### src/sv/reld_pkg.sv
`timescale 1ns / 1ps

package reld_pkg;

  localparam int unsigned CFG_IDX_W  = 3;
  localparam int unsigned CFG_DATA_W = 16;
  localparam int unsigned GAP_W      = 16;
  localparam int unsigned LEVEL_W    = 10;
  localparam int unsigned TIME_W     = 32;

  // Configuration register indexes.
  localparam logic [CFG_IDX_W-1:0] CFG_BUTTON_GAP    = 3'd0;
  localparam logic [CFG_IDX_W-1:0] CFG_ROTARY_GAP    = 3'd1;
  localparam logic [CFG_IDX_W-1:0] CFG_LEVEL_STEP    = 3'd2;
  localparam logic [CFG_IDX_W-1:0] CFG_FULL_LEVEL    = 3'd3;
  localparam logic [CFG_IDX_W-1:0] CFG_RESTORE_LEVEL = 3'd4;

  // Reset values.
  localparam logic [GAP_W-1:0]   RST_BUTTON_GAP    = 16'd20;
  localparam logic [GAP_W-1:0]   RST_ROTARY_GAP    = 16'd5;
  localparam logic [LEVEL_W-1:0] RST_LEVEL_STEP    = 10'd50;
  localparam logic [LEVEL_W-1:0] RST_FULL_LEVEL    = 10'd1000;
  localparam logic [LEVEL_W-1:0] RST_RESTORE_LEVEL = 10'd500;

  // Event kinds.
  localparam logic MODE_SWITCH  = 1'b0;
  localparam logic MODE_ENCODER = 1'b1;

  // Encoder direction as given by the B level.
  localparam logic DIR_UP   = 1'b0;
  localparam logic DIR_DOWN = 1'b1;

  typedef struct packed {
    logic [GAP_W-1:0]   button_gap;
    logic [GAP_W-1:0]   rotary_gap;
    logic [LEVEL_W-1:0] level_step;
    logic [LEVEL_W-1:0] full_level;
    logic [LEVEL_W-1:0] restore_level;
  } cfg_t;

  typedef struct packed {
    logic [TIME_W-1:0]  last_button_time;
    logic [TIME_W-1:0]  last_rotary_time;
    logic               press_flag;
    logic               lamp_state;
    logic [LEVEL_W-1:0] stored_level;
  } state_t;

  typedef struct packed {
    logic              mode;
    logic              b_level;
    logic [TIME_W-1:0] time_ms;
  } item_t;

  typedef struct packed {
    logic [LEVEL_W-1:0] level;
    logic               lamp_on;
    logic               level_written;
    logic               accepted;
  } result_t;

endpackage

### src/sv/reld_step.sv
`timescale 1ns / 1ps

// Next state and result for one pin event, given the current state.
module reld_step (
  input  reld_pkg::cfg_t    cfg,
  input  reld_pkg::state_t  cur,
  input  reld_pkg::item_t   item,
  output reld_pkg::state_t  nxt,
  output reld_pkg::result_t res
);

  logic [reld_pkg::TIME_W-1:0]  btn_delta;
  logic [reld_pkg::TIME_W-1:0]  rot_delta;
  logic                         btn_ok;
  logic                         rot_ok;
  logic [reld_pkg::LEVEL_W:0]   up_sum;
  logic [reld_pkg::LEVEL_W-1:0] lv_enc;
  logic                         accepted;
  logic                         written;

  assign btn_delta = item.time_ms - cur.last_button_time;
  assign rot_delta = item.time_ms - cur.last_rotary_time;
  assign btn_ok = btn_delta >= {{(reld_pkg::TIME_W-reld_pkg::GAP_W){1'b0}}, cfg.button_gap};
  assign rot_ok = rot_delta >= {{(reld_pkg::TIME_W-reld_pkg::GAP_W){1'b0}}, cfg.rotary_gap};
  assign up_sum = {1'b0, cur.stored_level} + {1'b0, cfg.level_step};

  // Encoder step with clamping to the range zero to full level.
  always_comb begin
    lv_enc = cur.stored_level;
    if ((item.b_level == reld_pkg::DIR_UP) && (cur.stored_level < cfg.full_level)) begin
      if (up_sum >= {1'b0, cfg.full_level}) begin
        lv_enc = cfg.full_level;
      end else begin
        lv_enc = up_sum[reld_pkg::LEVEL_W-1:0];
      end
    end else if ((item.b_level == reld_pkg::DIR_DOWN) && (cur.stored_level != '0)) begin
      if (cur.stored_level <= cfg.level_step) begin
        lv_enc = '0;
      end else begin
        lv_enc = cur.stored_level - cfg.level_step;
      end
    end
  end

  always_comb begin
    nxt      = cur;
    accepted = 1'b0;
    written  = 1'b0;
    if (item.mode == reld_pkg::MODE_SWITCH) begin
      if (btn_ok) begin
        accepted             = 1'b1;
        nxt.last_button_time = item.time_ms;
        if (!cur.press_flag) begin
          nxt.press_flag = 1'b1;
          written        = 1'b1;
          if (!cur.lamp_state) begin
            nxt.lamp_state = 1'b1;
          end else if (cur.stored_level == '0) begin
            nxt.stored_level = cfg.restore_level;
          end else begin
            nxt.lamp_state = 1'b0;
          end
        end else begin
          nxt.press_flag = 1'b0;
        end
      end
    end else begin
      if (rot_ok) begin
        accepted             = 1'b1;
        nxt.last_rotary_time = item.time_ms;
        if (cur.lamp_state) begin
          nxt.stored_level = lv_enc;
          written          = 1'b1;
        end
      end
    end
  end

  assign res.level         = nxt.lamp_state ? nxt.stored_level : '0;
  assign res.lamp_on       = nxt.lamp_state;
  assign res.level_written = written;
  assign res.accepted      = accepted;

endmodule

### src/sv/rotary_encoder_led_dimmer_unit.sv
`timescale 1ns / 1ps

// Rotary-encoder LED dimmer. Each input transfer is one pin event: a push-switch
// falling edge (mode 0) or an encoder A rising edge with the B level (mode 1),
// stamped with a millisecond time that wraps modulo 2^32. Each kind of event is
// debounced against its own minimum gap, measured from the last event of that
// kind that passed; events inside the gap are dropped but still give a result.
// Accepted presses alternate between acting and merely clearing a pressed flag.
// An acting press switches the lamp on at the stored level, restores the
// restore level if the lamp is on at zero, and otherwise switches it off.
// Encoder steps while the lamp is on move the level by the step size, clamped
// to the range zero to full level. Every event yields exactly one result
// transfer. An event is captured in an input register, evaluated against the
// held state combinationally, and its result lands in an output register, so
// the block takes one event per clock cycle while the output is not stalled.
// The input side stalls only when both the input and output registers are
// occupied and the output is stalled. Configuration registers are written
// through the cfg_ port and should only change while no event is in flight;
// a write to the full level leaves the stored level as is.
module rotary_encoder_led_dimmer_unit (
  input  logic                               clk,
  input  logic                               rst_n,

  input  logic                               cfg_we,
  input  logic [reld_pkg::CFG_IDX_W-1:0]     cfg_index,
  input  logic [reld_pkg::CFG_DATA_W-1:0]    cfg_data,

  input  logic                               in_valid,
  output logic                               in_stall,
  input  logic                               in_mode,
  input  logic                               in_b_level,
  input  logic [reld_pkg::TIME_W-1:0]        in_time_ms,

  output logic                               out_valid,
  input  logic                               out_stall,
  output logic [reld_pkg::LEVEL_W-1:0]       out_level,
  output logic                               out_lamp_on,
  output logic                               out_level_written,
  output logic                               out_accepted
);

  reld_pkg::cfg_t    cfg_r;
  reld_pkg::state_t  state_r;
  reld_pkg::state_t  state_nxt;
  reld_pkg::item_t   item_r;
  reld_pkg::result_t res_r;
  reld_pkg::result_t res_nxt;
  logic              item_vld_r;
  logic              out_vld_r;
  logic              advance;
  logic              in_take;

  // The held event moves on when the output register is free or being emptied.
  assign advance  = item_vld_r && (!out_vld_r || !out_stall);
  assign in_stall = item_vld_r && !advance;
  assign in_take  = in_valid && !in_stall;

  // Configuration registers.
  always_ff @(posedge clk) begin
    if (!rst_n) begin
      cfg_r.button_gap    <= reld_pkg::RST_BUTTON_GAP;
      cfg_r.rotary_gap    <= reld_pkg::RST_ROTARY_GAP;
      cfg_r.level_step    <= reld_pkg::RST_LEVEL_STEP;
      cfg_r.full_level    <= reld_pkg::RST_FULL_LEVEL;
      cfg_r.restore_level <= reld_pkg::RST_RESTORE_LEVEL;
    end else if (cfg_we) begin
      case (cfg_index)
        reld_pkg::CFG_BUTTON_GAP:    cfg_r.button_gap    <= cfg_data;
        reld_pkg::CFG_ROTARY_GAP:    cfg_r.rotary_gap    <= cfg_data;
        reld_pkg::CFG_LEVEL_STEP:    cfg_r.level_step    <= cfg_data[reld_pkg::LEVEL_W-1:0];
        reld_pkg::CFG_FULL_LEVEL:    cfg_r.full_level    <= cfg_data[reld_pkg::LEVEL_W-1:0];
        reld_pkg::CFG_RESTORE_LEVEL: cfg_r.restore_level <= cfg_data[reld_pkg::LEVEL_W-1:0];
        default: ;
      endcase
    end
  end

  // Input register: capture an event whenever the input side is not stalled.
  always_ff @(posedge clk) begin
    if (!rst_n) begin
      item_vld_r <= 1'b0;
    end else if (in_take) begin
      item_vld_r <= 1'b1;
    end else if (advance) begin
      item_vld_r <= 1'b0;
    end
  end

  always_ff @(posedge clk) begin
    if (in_take) begin
      item_r.mode    <= in_mode;
      item_r.b_level <= in_b_level;
      item_r.time_ms <= in_time_ms;
    end
  end

  reld_step u_step (
    .cfg  (cfg_r),
    .cur  (state_r),
    .item (item_r),
    .nxt  (state_nxt),
    .res  (res_nxt)
  );

  // State is committed in the same cycle as the result, so the next event
  // in the input register always sees the up-to-date state.
  always_ff @(posedge clk) begin
    if (!rst_n) begin
      state_r.last_button_time <= '0;
      state_r.last_rotary_time <= '0;
      state_r.press_flag       <= 1'b0;
      state_r.lamp_state       <= 1'b0;
      state_r.stored_level     <= reld_pkg::RST_FULL_LEVEL;
    end else if (advance) begin
      state_r <= state_nxt;
    end
  end

  // Output register.
  always_ff @(posedge clk) begin
    if (!rst_n) begin
      out_vld_r <= 1'b0;
    end else if (advance) begin
      out_vld_r <= 1'b1;
    end else if (!out_stall) begin
      out_vld_r <= 1'b0;
    end
  end

  always_ff @(posedge clk) begin
    if (advance) begin
      res_r <= res_nxt;
    end
  end

  assign out_valid         = out_vld_r;
  assign out_level         = res_r.level;
  assign out_lamp_on       = res_r.lamp_on;
  assign out_level_written = res_r.level_written;
  assign out_accepted      = res_r.accepted;

endmodule

### config.mk
export PLATFORM = sky130hd
export DESIGN_NAME = rotary_encoder_led_dimmer_unit
export DESIGN_NICKNAME = d
export VERILOG_FILES = /design/src/sv/reld_pkg.sv /design/src/sv/reld_step.sv /design/src/sv/rotary_encoder_led_dimmer_unit.sv
export SDC_FILE = /design/constraint.sdc
export NUM_CORES = 1
export LEC_CHECK = 0
export BUFFER_PORTS_ARGS = -buffer_cell sky130_fd_sc_hd__buf_2
export CAP_MARGIN = 40
export CORE_MARGIN = 5
export CORE_UTILIZATION = 50
export CTS_BUF_LIST = sky130_fd_sc_hd__clkbuf_16
export CTS_CLUSTER_DIAMETER = 50
export DETAILED_ROUTE_END_ITERATION = 16
export PLACE_DENSITY = 0.67
export SETUP_SLACK_MARGIN = 0.3
export SYNTH_ARGS = -nofsm -noshare
export SYNTH_HDL_FRONTEND = slang
export SYNTH_SLANG_ARGS = --single-unit
export TNS_END_PERCENT = 30
### constraint.sdc
create_clock -name clk -period 7.49 [get_ports clk]
set_input_delay 0.3745 -clock clk [delete_from_list [all_inputs] [get_ports clk]]
set_output_delay 0.3745 -clock clk [all_outputs]
set_load 0.005 [all_outputs]
## After elaboration in Yosys (flattened, before gate mapping)

Index checks and enable logic that the tools add are counted.

| cells by class | value |
|---|---|
| reduce and logical (&&, ||, !) cells | 21 |
| eq/ne operators | 5 |
| bitwise operators | 2 |
| magnitude comparators | 5 |
| $add $sub $neg | 4 |
| multiplexer cells | 26 |

Operator list:

| operator | count |
|---|---|
| 10-bit two-way mux | 9 |
| 32-bit by 16-bit >= comparator with 1-bit output | 2 |
| 32-bit subtractor | 2 |
| 11-bit two-way mux | 2 |
| 1-bit two-way mux | 15 |
| 10-bit by 10-bit adder with 11-bit output | 1 |
| 11-bit by 10-bit >= comparator with 1-bit output | 1 |
| 10-bit less-or-equal comparator | 1 |
| 10-bit zero test | 1 |
| 10-bit less-than comparator | 1 |
| 2-bit AND reduction | 5 |
| 10-bit nonzero test | 1 |
| 10-bit subtractor | 1 |
| 3-bit by 2-bit equality test with 1-bit output (second input constant) | 2 |
| 3-bit AND reduction | 2 |
| 1-bit logical AND | 5 |
| 1-bit zero test | 4 |
| 3-bit by 1-bit equality test with 1-bit output (second input constant) | 1 |
| 3-bit equality test (second input constant) | 1 |
| 3-bit zero test | 1 |
| 2-bit by 1-bit inequality test with 1-bit output (second input constant) | 1 |
| 1-bit inverter | 2 |
| 2-bit nonzero test | 1 |
| 1-bit logical OR | 1 |

| word-level totals | value |
|---|---|
| logic and storage cells | 82 |
| input port bits | 58 |
| register bits after elaboration | 187 |
| output and inout bits | 15 |

## Logic depth before layout (Yosys ltp)

Gate-level depths: netlist (run 1).

| logic depth | value |
|---|---|
| depth in word-level cells | 8 |
| depth in mapped cells | 24 |
| gate-level depth less buffers | 23 |

## Cells and area by module

Synthesis (run 1) repeated with hierarchy kept, for this count alone.

| unflattened totals | value |
|---|---|
| cell total of the unflattened synthesis | 1,742 |
| area, all modules | 14,365.0 um2 |

By module, submodules not included:

| module | cells an instance | area an instance (um2) | times used | sequential area each (um2) |
|---|---|---|---|---|
| reld_step | 1,121 | 7,458.4 | 1 | 0.0 |
| rotary_encoder_led_dimmer_unit | 621 | 6,906.6 | 1 | 4,214.0 |

## Worst setup path after synthesis (run 1)

Ideal clock, no wire load.

| timing | value |
|---|---|
| path kind | register to register |
| from | register item_r[2] (netlist name) |
| to | register res_r (netlist bit out_level[3]), data pin |
| cell stages (with the launch flop) | 21 |
| data arrival time | 4.323 ns |
| period minus slack after synthesis | 4.586 ns |
| buffers on the path | 1 |
| library setup time | 0.263 ns |
| slack | 2.904 ns |
| data required time | 7.227 ns |
| cell sequence | edfxtp_1 ha_1 nor2b_1 o211ai_1 a21oi_1 a311o_1 a21oi_1 xnor2_1 ha_1 a21o_1 a21oi_1 o211ai_1 a2111oi_0 o21ai_0 nor4b_1 nand4_1 nor4b_4 a211oi_1 mux2i_1 buf_2 nor3_1 |

| on the way | value |
|---|---|
| cells in the longest elaborated chain, start to end | 4 |
| elaborated cells on any way between the ends | 8 |
| classes of those cells | 2 x add/sub; 2 x order compare; 4 x mux |

Ends and longest elaborated chain:

| what | RTL line | text |
|---|---|---|
| start, declared | rotary_encoder_led_dimmer_unit.sv:45 | `reld_pkg::item_t item_r;` |
| 32-bit subtractor (on tied branches) | reld_step.sv:21, reld_step.sv:22 |  |
| 32-bit by 16-bit >= comparator with 1-bit output (on tied branches) | reld_step.sv:23, reld_step.sv:24 |  |
| 11-bit two-way mux or 10-bit two-way mux (tied branches) | reld_step.sv:50, reld_step.sv:68 |  |
| 10-bit two-way mux or 1-bit two-way mux (tied branches) | reld_step.sv:49 | `if (item.mode == reld_pkg::MODE_SWITCH) begin` |
| end signal, assigned | rotary_encoder_led_dimmer_unit.sv:132 | `res_r <= res_nxt;` |
| end, declared | rotary_encoder_led_dimmer_unit.sv:46 | `reld_pkg::result_t res_r;` |

Parallel ways exist; a longest one is shown, timed or not.
A chain may end at the register's enable or synchronous reset.

## Final worst setup path (run 1)

| timing | value |
|---|---|
| from | register item_r[0] (netlist name) |
| to | register res_r (netlist bit out_level[2]), data pin |

Same word-level chain as after synthesis.

==> results of run 1 <==
-- flip-flops by register name (all words and copies together), names as in the netlist --
register and flops:
state_r 76, cfg_r 62, item_r 34, out_level 10, item_vld_r 1, out_accepted 1
out_lamp_on 1, out_level_written 1, out_valid 1
-- layout make-up --
type | count | area, sq um
repair buffers | 82 | 442
well taps | 335 | 419
clock inverters | 15 | 131
fillers | 2468 | 11700
clock buffers | 17 | 425
flip-flops and latches | 187 | 4210
inverters | 148 | 557
multi-input cells | 1169 | 8060
-- worst max-delay path, cell delays in order (launching register included) --
cell and delay (ns):
edfxtp_1 0.41, inv_1 0.10, ha_1 0.19, fa_1 0.22, nor2b_1 0.07, o211ai_1 0.32, a21oi_1 0.15, a311o_1 0.40
a21oi_1 0.19, xnor2_1 0.15, ha_1 0.27, a21o_1 0.18, a21oi_1 0.15, o211ai_1 0.10, a2111oi_0 0.25, o21ai_0 0.16
nor4b_1 0.32, nand4_1 0.18, nor4b_4 0.53, a211oi_1 0.19, mux2i_1 0.46, buf_4 0.24, nor3_1 0.06
-- power by group --
part | internal (uW) | switching, uW | leakage, uW
registers | 1080 | 35.1 | 0.00159
clock network | 439 | 454 | 0.000283
logic | 260 | 389 | 0.00371
total | 1770 | 877 | 0.00558
-- cell usage in the layout, fill, tap and decap left out, types with 17 or more instances in the layout --
master and count:
nand2_1 198, ha_1 133, dfxtp_1 140, nand3_1 22
a21oi_1 130, nor2_1 124, nand4_1 18, xor2_1 27
buf_2 73, clkbuf_16 17, a21o_1 45, xnor2_1 31
nor3_1 39, edfxtp_1 47, o21ai_0 48, inv_1 147
mux2i_1 76, o211ai_1 30
-- metrics by stage --
stage	hold slack (ns)	std cells	setup WS (ns)	total power, uW	area [sq um]
3_3_place_gp	0.443	1916	1.93	1760	13600
2_1_floorplan	0.436	1575	2.90	1590	13100
6_report	0.0998	1953	1.91	2650	14200
4_1_cts	0.0883	1953	1.93	2660	14200
3_5_place_dp	0.447	1921	1.95	1770	13700
5_1_grt	0.0798	1953	1.46	2790	14200
-- worst min path at each step --
stage / startpoint / endpoint / cells past startpoint
after global placement: cfg_r[54] / cfg_r[54] / 2
after global routing: in_time_ms[17] / item_r[17] / 1
after detailed placement: cfg_r[41] / cfg_r[41] / 2
after CTS: in_time_ms[5] / item_r[5] / 1
after floorplan: cfg_r[0] / cfg_r[0] / 2
final: in_time_ms[27] / item_r[27] / 1
-- kinds of logic (layout without fill, tap and decap cells) --
| kind of cell | count (synthesis) | count (layout) |
|---|---|---|
| compound gates | 400 | 400 |
| mux | 79 | 79 |
| buf+inv | 219 | 262 |
| fa+ha+maj | 137 | 137 |
| flops | 187 | 187 |
| xor+xnor | 58 | 58 |
| simple gates | 495 | 495 |
-- routing by layer --
layer,part of all wire,routed length (um),GRT usage
met5,0,0,0
met4,0.025,871,0.0735
met3,0.044,1570,0.0316
met2,0.46,16100,0.388
met1,0.47,16800,0.329
==> flow_summary.toml, run 1 <==
[run_status]
outcome = "complete, no violations"

[synth]
ys_warn_count = 0
synthArstFlopShare = 0
synth_edf_count = 47
syn_avg_cell_area_sq_um = 8.33
synth_area_sq_um = 13100
yosysSeqAreaShare = 0.321
synth_top_area_frac = 0.214
synth_area_leaders = "dfxtp_1 (21%), ha_1 (13%), edfxtp_1 (11%), mux2i_1 (5.8%), nand2_1 (5.7%)"
synthAdderAreaFrac = 0.133
synth.most_common_cell = "nand2_1"
synthTopCellsByCount = "nand2_1 (198), inv_1 (147), dfxtp_1 (140)"
ys_types = 80
synth_compound_area_frac = 0.205
synth-seq-cells = 187
synth_mux_area_frac = 0.0606
synthXorXnorAreaFrac = 0.0387
synthFlopType = "dfxtp_1"
synth_top_family_by_area = "compound AO/OA/AOI/OAI gates"
syn_inst = 1575
yosys.area_share.simple = 0.174
syn-num-nets = 1770
yosysTopAreaCell = "dfxtp_1"

[setup_path]
startpoint_type = "register"
worstReg2RegEnd = "out_level[2]"
crit_path_end = "out_level[2]"
critPathArrivalTime_ns = 5.78
cp.required_ns = 7.69
r2r-start = "item_r[0]"
path_max_fanout = 6
endpoint_kind = "register"
startpoint = "item_r[0]"
worstRegToRegCells = 22
crit_type = "reg2reg"
ff2ff_setup_slack_ns = 1.91

[sta]
skew_ns = 0.0148
period_needed_ns = 5.58
setup_viol = 0
maxSlewViolCount = 0
hold_violations = 0
relSlewSlack = 0.432
finalSetupTns_ns = 0
fmax_ghz = 0.179
rsz0062_at_grt = "false"
post-route-period-util = 0.745
tightest_slew_ns = 0.849

[pwr]
p_leak_uw = 0.00558
powerDensity_nw_per_um2 = 186
peakVddDrop_uv = 134

[global_routing]
grt_pass1_vias = 10829
antenna_found_initial = 0
grt_pass1_wl_um = 56500
grtUsageTotal = 0.238
grt_max_degree = 79
grt_overflow = 0

[clock_tree]
clock-sinks = 187
cts_hold_buf = 0
clkTransAtPathRegs_ns = 0.08
cts_resized = 0
htreeDepth = 4
cts_root_buf = "clkbuf_16"
clock_latency_ns = 0.44
postCtsSetupBuffers = 0
clockBufferDepth = 2
cts_tree = "done"
cts_made_buffers = 17

[die]
die_area_sq_um = 29600
coreArea_sq_um = 25900
die_h_um = 172
start_util = 0.506
core.rowCount = 59
ios = 73
die_w_um = 172

[routing]
routed_via_density = 5.77
remaining_drc_errors = 0
via_count = 11270
ant_nets = 0
wl_um = 35300
wire_per_inst_um = 18.1
drtIter0Drc = 775
first_pass_iters = 7

[placed_design]
port_buffers = 72
hpwl_um = 27400
gp_congestion = 0.999

[cells_and_area]
drive_above_1_share = 0.0921
antenna_cells = 0
nets = 1800
syn_to_final_growth_pct = 8.61
utilization = 0.550

[hold_path]
hp-class = "in2reg"

[job]
maxCapViolCount = 0
(Power assumes the default switching activity.)
==> run 2, diff against run 1 <==
--- a/config.mk
+++ b/config.mk
@@ -12,7 +12,7 @@
 export CTS_BUF_LIST = sky130_fd_sc_hd__clkbuf_16
 export CTS_CLUSTER_DIAMETER = 50
 export DETAILED_ROUTE_END_ITERATION = 16
-export PLACE_DENSITY = 0.67
+export PLACE_DENSITY = 0.7
 export SETUP_SLACK_MARGIN = 0.3
 export SYNTH_ARGS = -nofsm -noshare
 export SYNTH_HDL_FRONTEND = slang
==> constraint.sdc (replaced) <==
create_clock -name clk -period 5.12 [get_ports clk]
set_input_delay 0.256 -clock clk [delete_from_list [all_inputs] [get_ports clk]]
set_output_delay 0.256 -clock clk [all_outputs]
set_load 0.005 [all_outputs]
==> run 2 against run 1 <==
Net effect:
- critical path depth increased by 1
- die area stayed put
- power grew 54%
- clock skew down 0.0026 ns
- global-route usage is 1.1 points higher
- sequential cell count stayed put
- critical endpoint is now state_r[8]
==> flow_summary.toml, run 2 (synthesized netlist as in run 1, its figures left out) <==
[placed_design]
port_buffers = 72
dp_cells = 1947
gp_congestion = 0.932
hpwl_um = 27900

[sta]
maxSlewViolCount = 0
fmax_ghz = 0.200
tightest_slew_ns = 1.08
relSlewSlack = 0.275
setup_viol = 0
hold_slack_ns = 0.0484
post-route-period-util = 0.975
finalSetupTns_ns = 0
skew_ns = 0.0121
rsz0062_at_grt = "true"
hold_violations = 0
period_needed_ns = 4.99

[clock_tree]
clkTransAtPathRegs_ns = 0.08
cts_made_buffers = 17
clock_latency_ns = 0.45
clockBufferDepth = 2
cts_tree = "done"
clock-sinks = 187
cts_root_buf = "clkbuf_16"
htreeDepth = 4

[global_routing]
met2_usage = 0.423
grt_use_met1 = 0.331
grt_pass1_wl_um = 59100
grtUsageTotal = 0.249
grt_max_degree = 78
grt_pass1_vias = 11384
grt_overflow = 0
gr-max-usage-layer = "met2"
antenna_found_initial = 0
grt_use_met3 = 0.0272

[die]
start_util = 0.506
die_area_sq_um = 29600
ios = 73
core.rowCount = 59
coreArea_sq_um = 25900
die_w_um = 172
die_h_um = 172

[cells_and_area]
fillers = 2252
final_common_cell = "nand2_1"
reg_top3 = "state_r x76, cfg_r x62, item_r x34"
area.sequential_sq_um = 4210
multi_input_area_sq_um = 8380
syn_to_final_growth_pct = 18.5
drive_above_1_share = 0.150
nets = 1890
regMostFlops = "state_r"
largest_reg_flops = 76
mostFrequentLayoutCells = "nand2_1 (196), inv_1 (145), dfxtp_1 (140)"
final_cells = 2044

[hold_path]
hp-class = "in2reg"

[setup_path]
endpoint_kind = "register"
critPathArrivalTime_ns = 5.34
path_max_fanout = 8
crit_slowest_cell = "edfxtp_1"
crit_path_max_incr_delay_ns = 0.44
crit_type = "reg2reg"
startpoint_type = "register"
cp.required_ns = 5.47
crit_chain = "buf_4, ha_1, nor2b_1, o2111ai_2, nand2_2, a31o_2, a21o_1, a21oi_1, xnor2_1, ha_1, nand2_1, nor2_1, a211oi_2, o221a_2, o211ai_1, nor4_1, nand4_1, nor4_4, a21oi_2, buf_6, buf_4, a211o_1, a21o_1"

[run_status]
outcome = "complete, no violations"

[routing]
first_pass_iters = 5
routed_via_density = 5.83
ant_nets = 0
wl_um = 38400
remaining_drc_errors = 0
via_count = 11925
wire_per_inst_um = 18.8
drtIter0Drc = 813

[job]
maxCapViolCount = 0

[pwr]
powerDensity_nw_per_um2 = 262
p_total_uw = 4070
peakVddDrop_uv = 145
p_leak_uw = 0.00610
-- run 2: area by class of cell --
class / instances / share of cell area
flip-flops and latches: 187 / 0.271
repair buffers: 171 / 0.0889
clock inverters: 14 / 0.00925
multi-input cells: 1170 / 0.539
diodes: 1 / 0.000161
clock buffers: 18 / 0.0290
inverters: 148 / 0.0358
well taps: 335 / 0.0270
-- run 2: path summary, 6_finish.rpt --
check | from | endpoint | slack, ns | depth (start not counted)
setup / recovery | item_r[2] | state_r[8] | 0.13 | 23
setup reg to reg | item_r[2] | state_r[8] | 0.13 | 23
hold / removal | in_valid | item_vld_r | 0.05 | 3
hold reg to reg | cfg_r[47] | cfg_r[47] | 0.46 | 2
-- run 2: worst max-delay path: cells and delay by family (launching register included) --
kind            cells  cell delay, ns
flops               1            0.44
simple gates        7            1.29
xor+xnor            1            0.15
fa+ha+maj           2            0.60
buf+inv             3            0.51
compound gates     10            1.87
-- run 2: metrics by stage --
stage	worst slack, ns	utilization	cell area (sq um)
global route	-0.168	0.600	15500
finish	0.127	0.600	15500
global placement	0.0925	0.536	13900
floorplan	0.534	-	13100
detailed placement	-0.0626	0.537	13900
CTS	0.215	0.581	15100
-- run 2: power breakdown --
group / leakage (uW) / total [uW] / switching [uW] / internal [uW]
Sequential: 0.00159 / 1620 / 50.8 / 1570
Clock: 0.000296 / 1380 / 695 / 684
Combinational: 0.00421 / 1070 / 615 / 451
-- run 2: metal layers --
layer	vias to the layer above	part of all wire
li1	5832	-
met2	352	0.48
met5	-	0
met3	83	0.048
met1	5658	0.44
met4	0	0.032
-- run 2: what timing repair did --
| item | CTS | global route |
|---|---|---|
| gates cloned | 3 | 5 |
| pin swaps | 18 | 30 |
| resized for setup | 22 | 57 |
| hold buffers | 34 | 0 |
| endpoints found under the setup margin | 89 | 89 |
| buffers inserted | 6 | 16 |
| endpoints found under the hold margin | 34 | 0 |
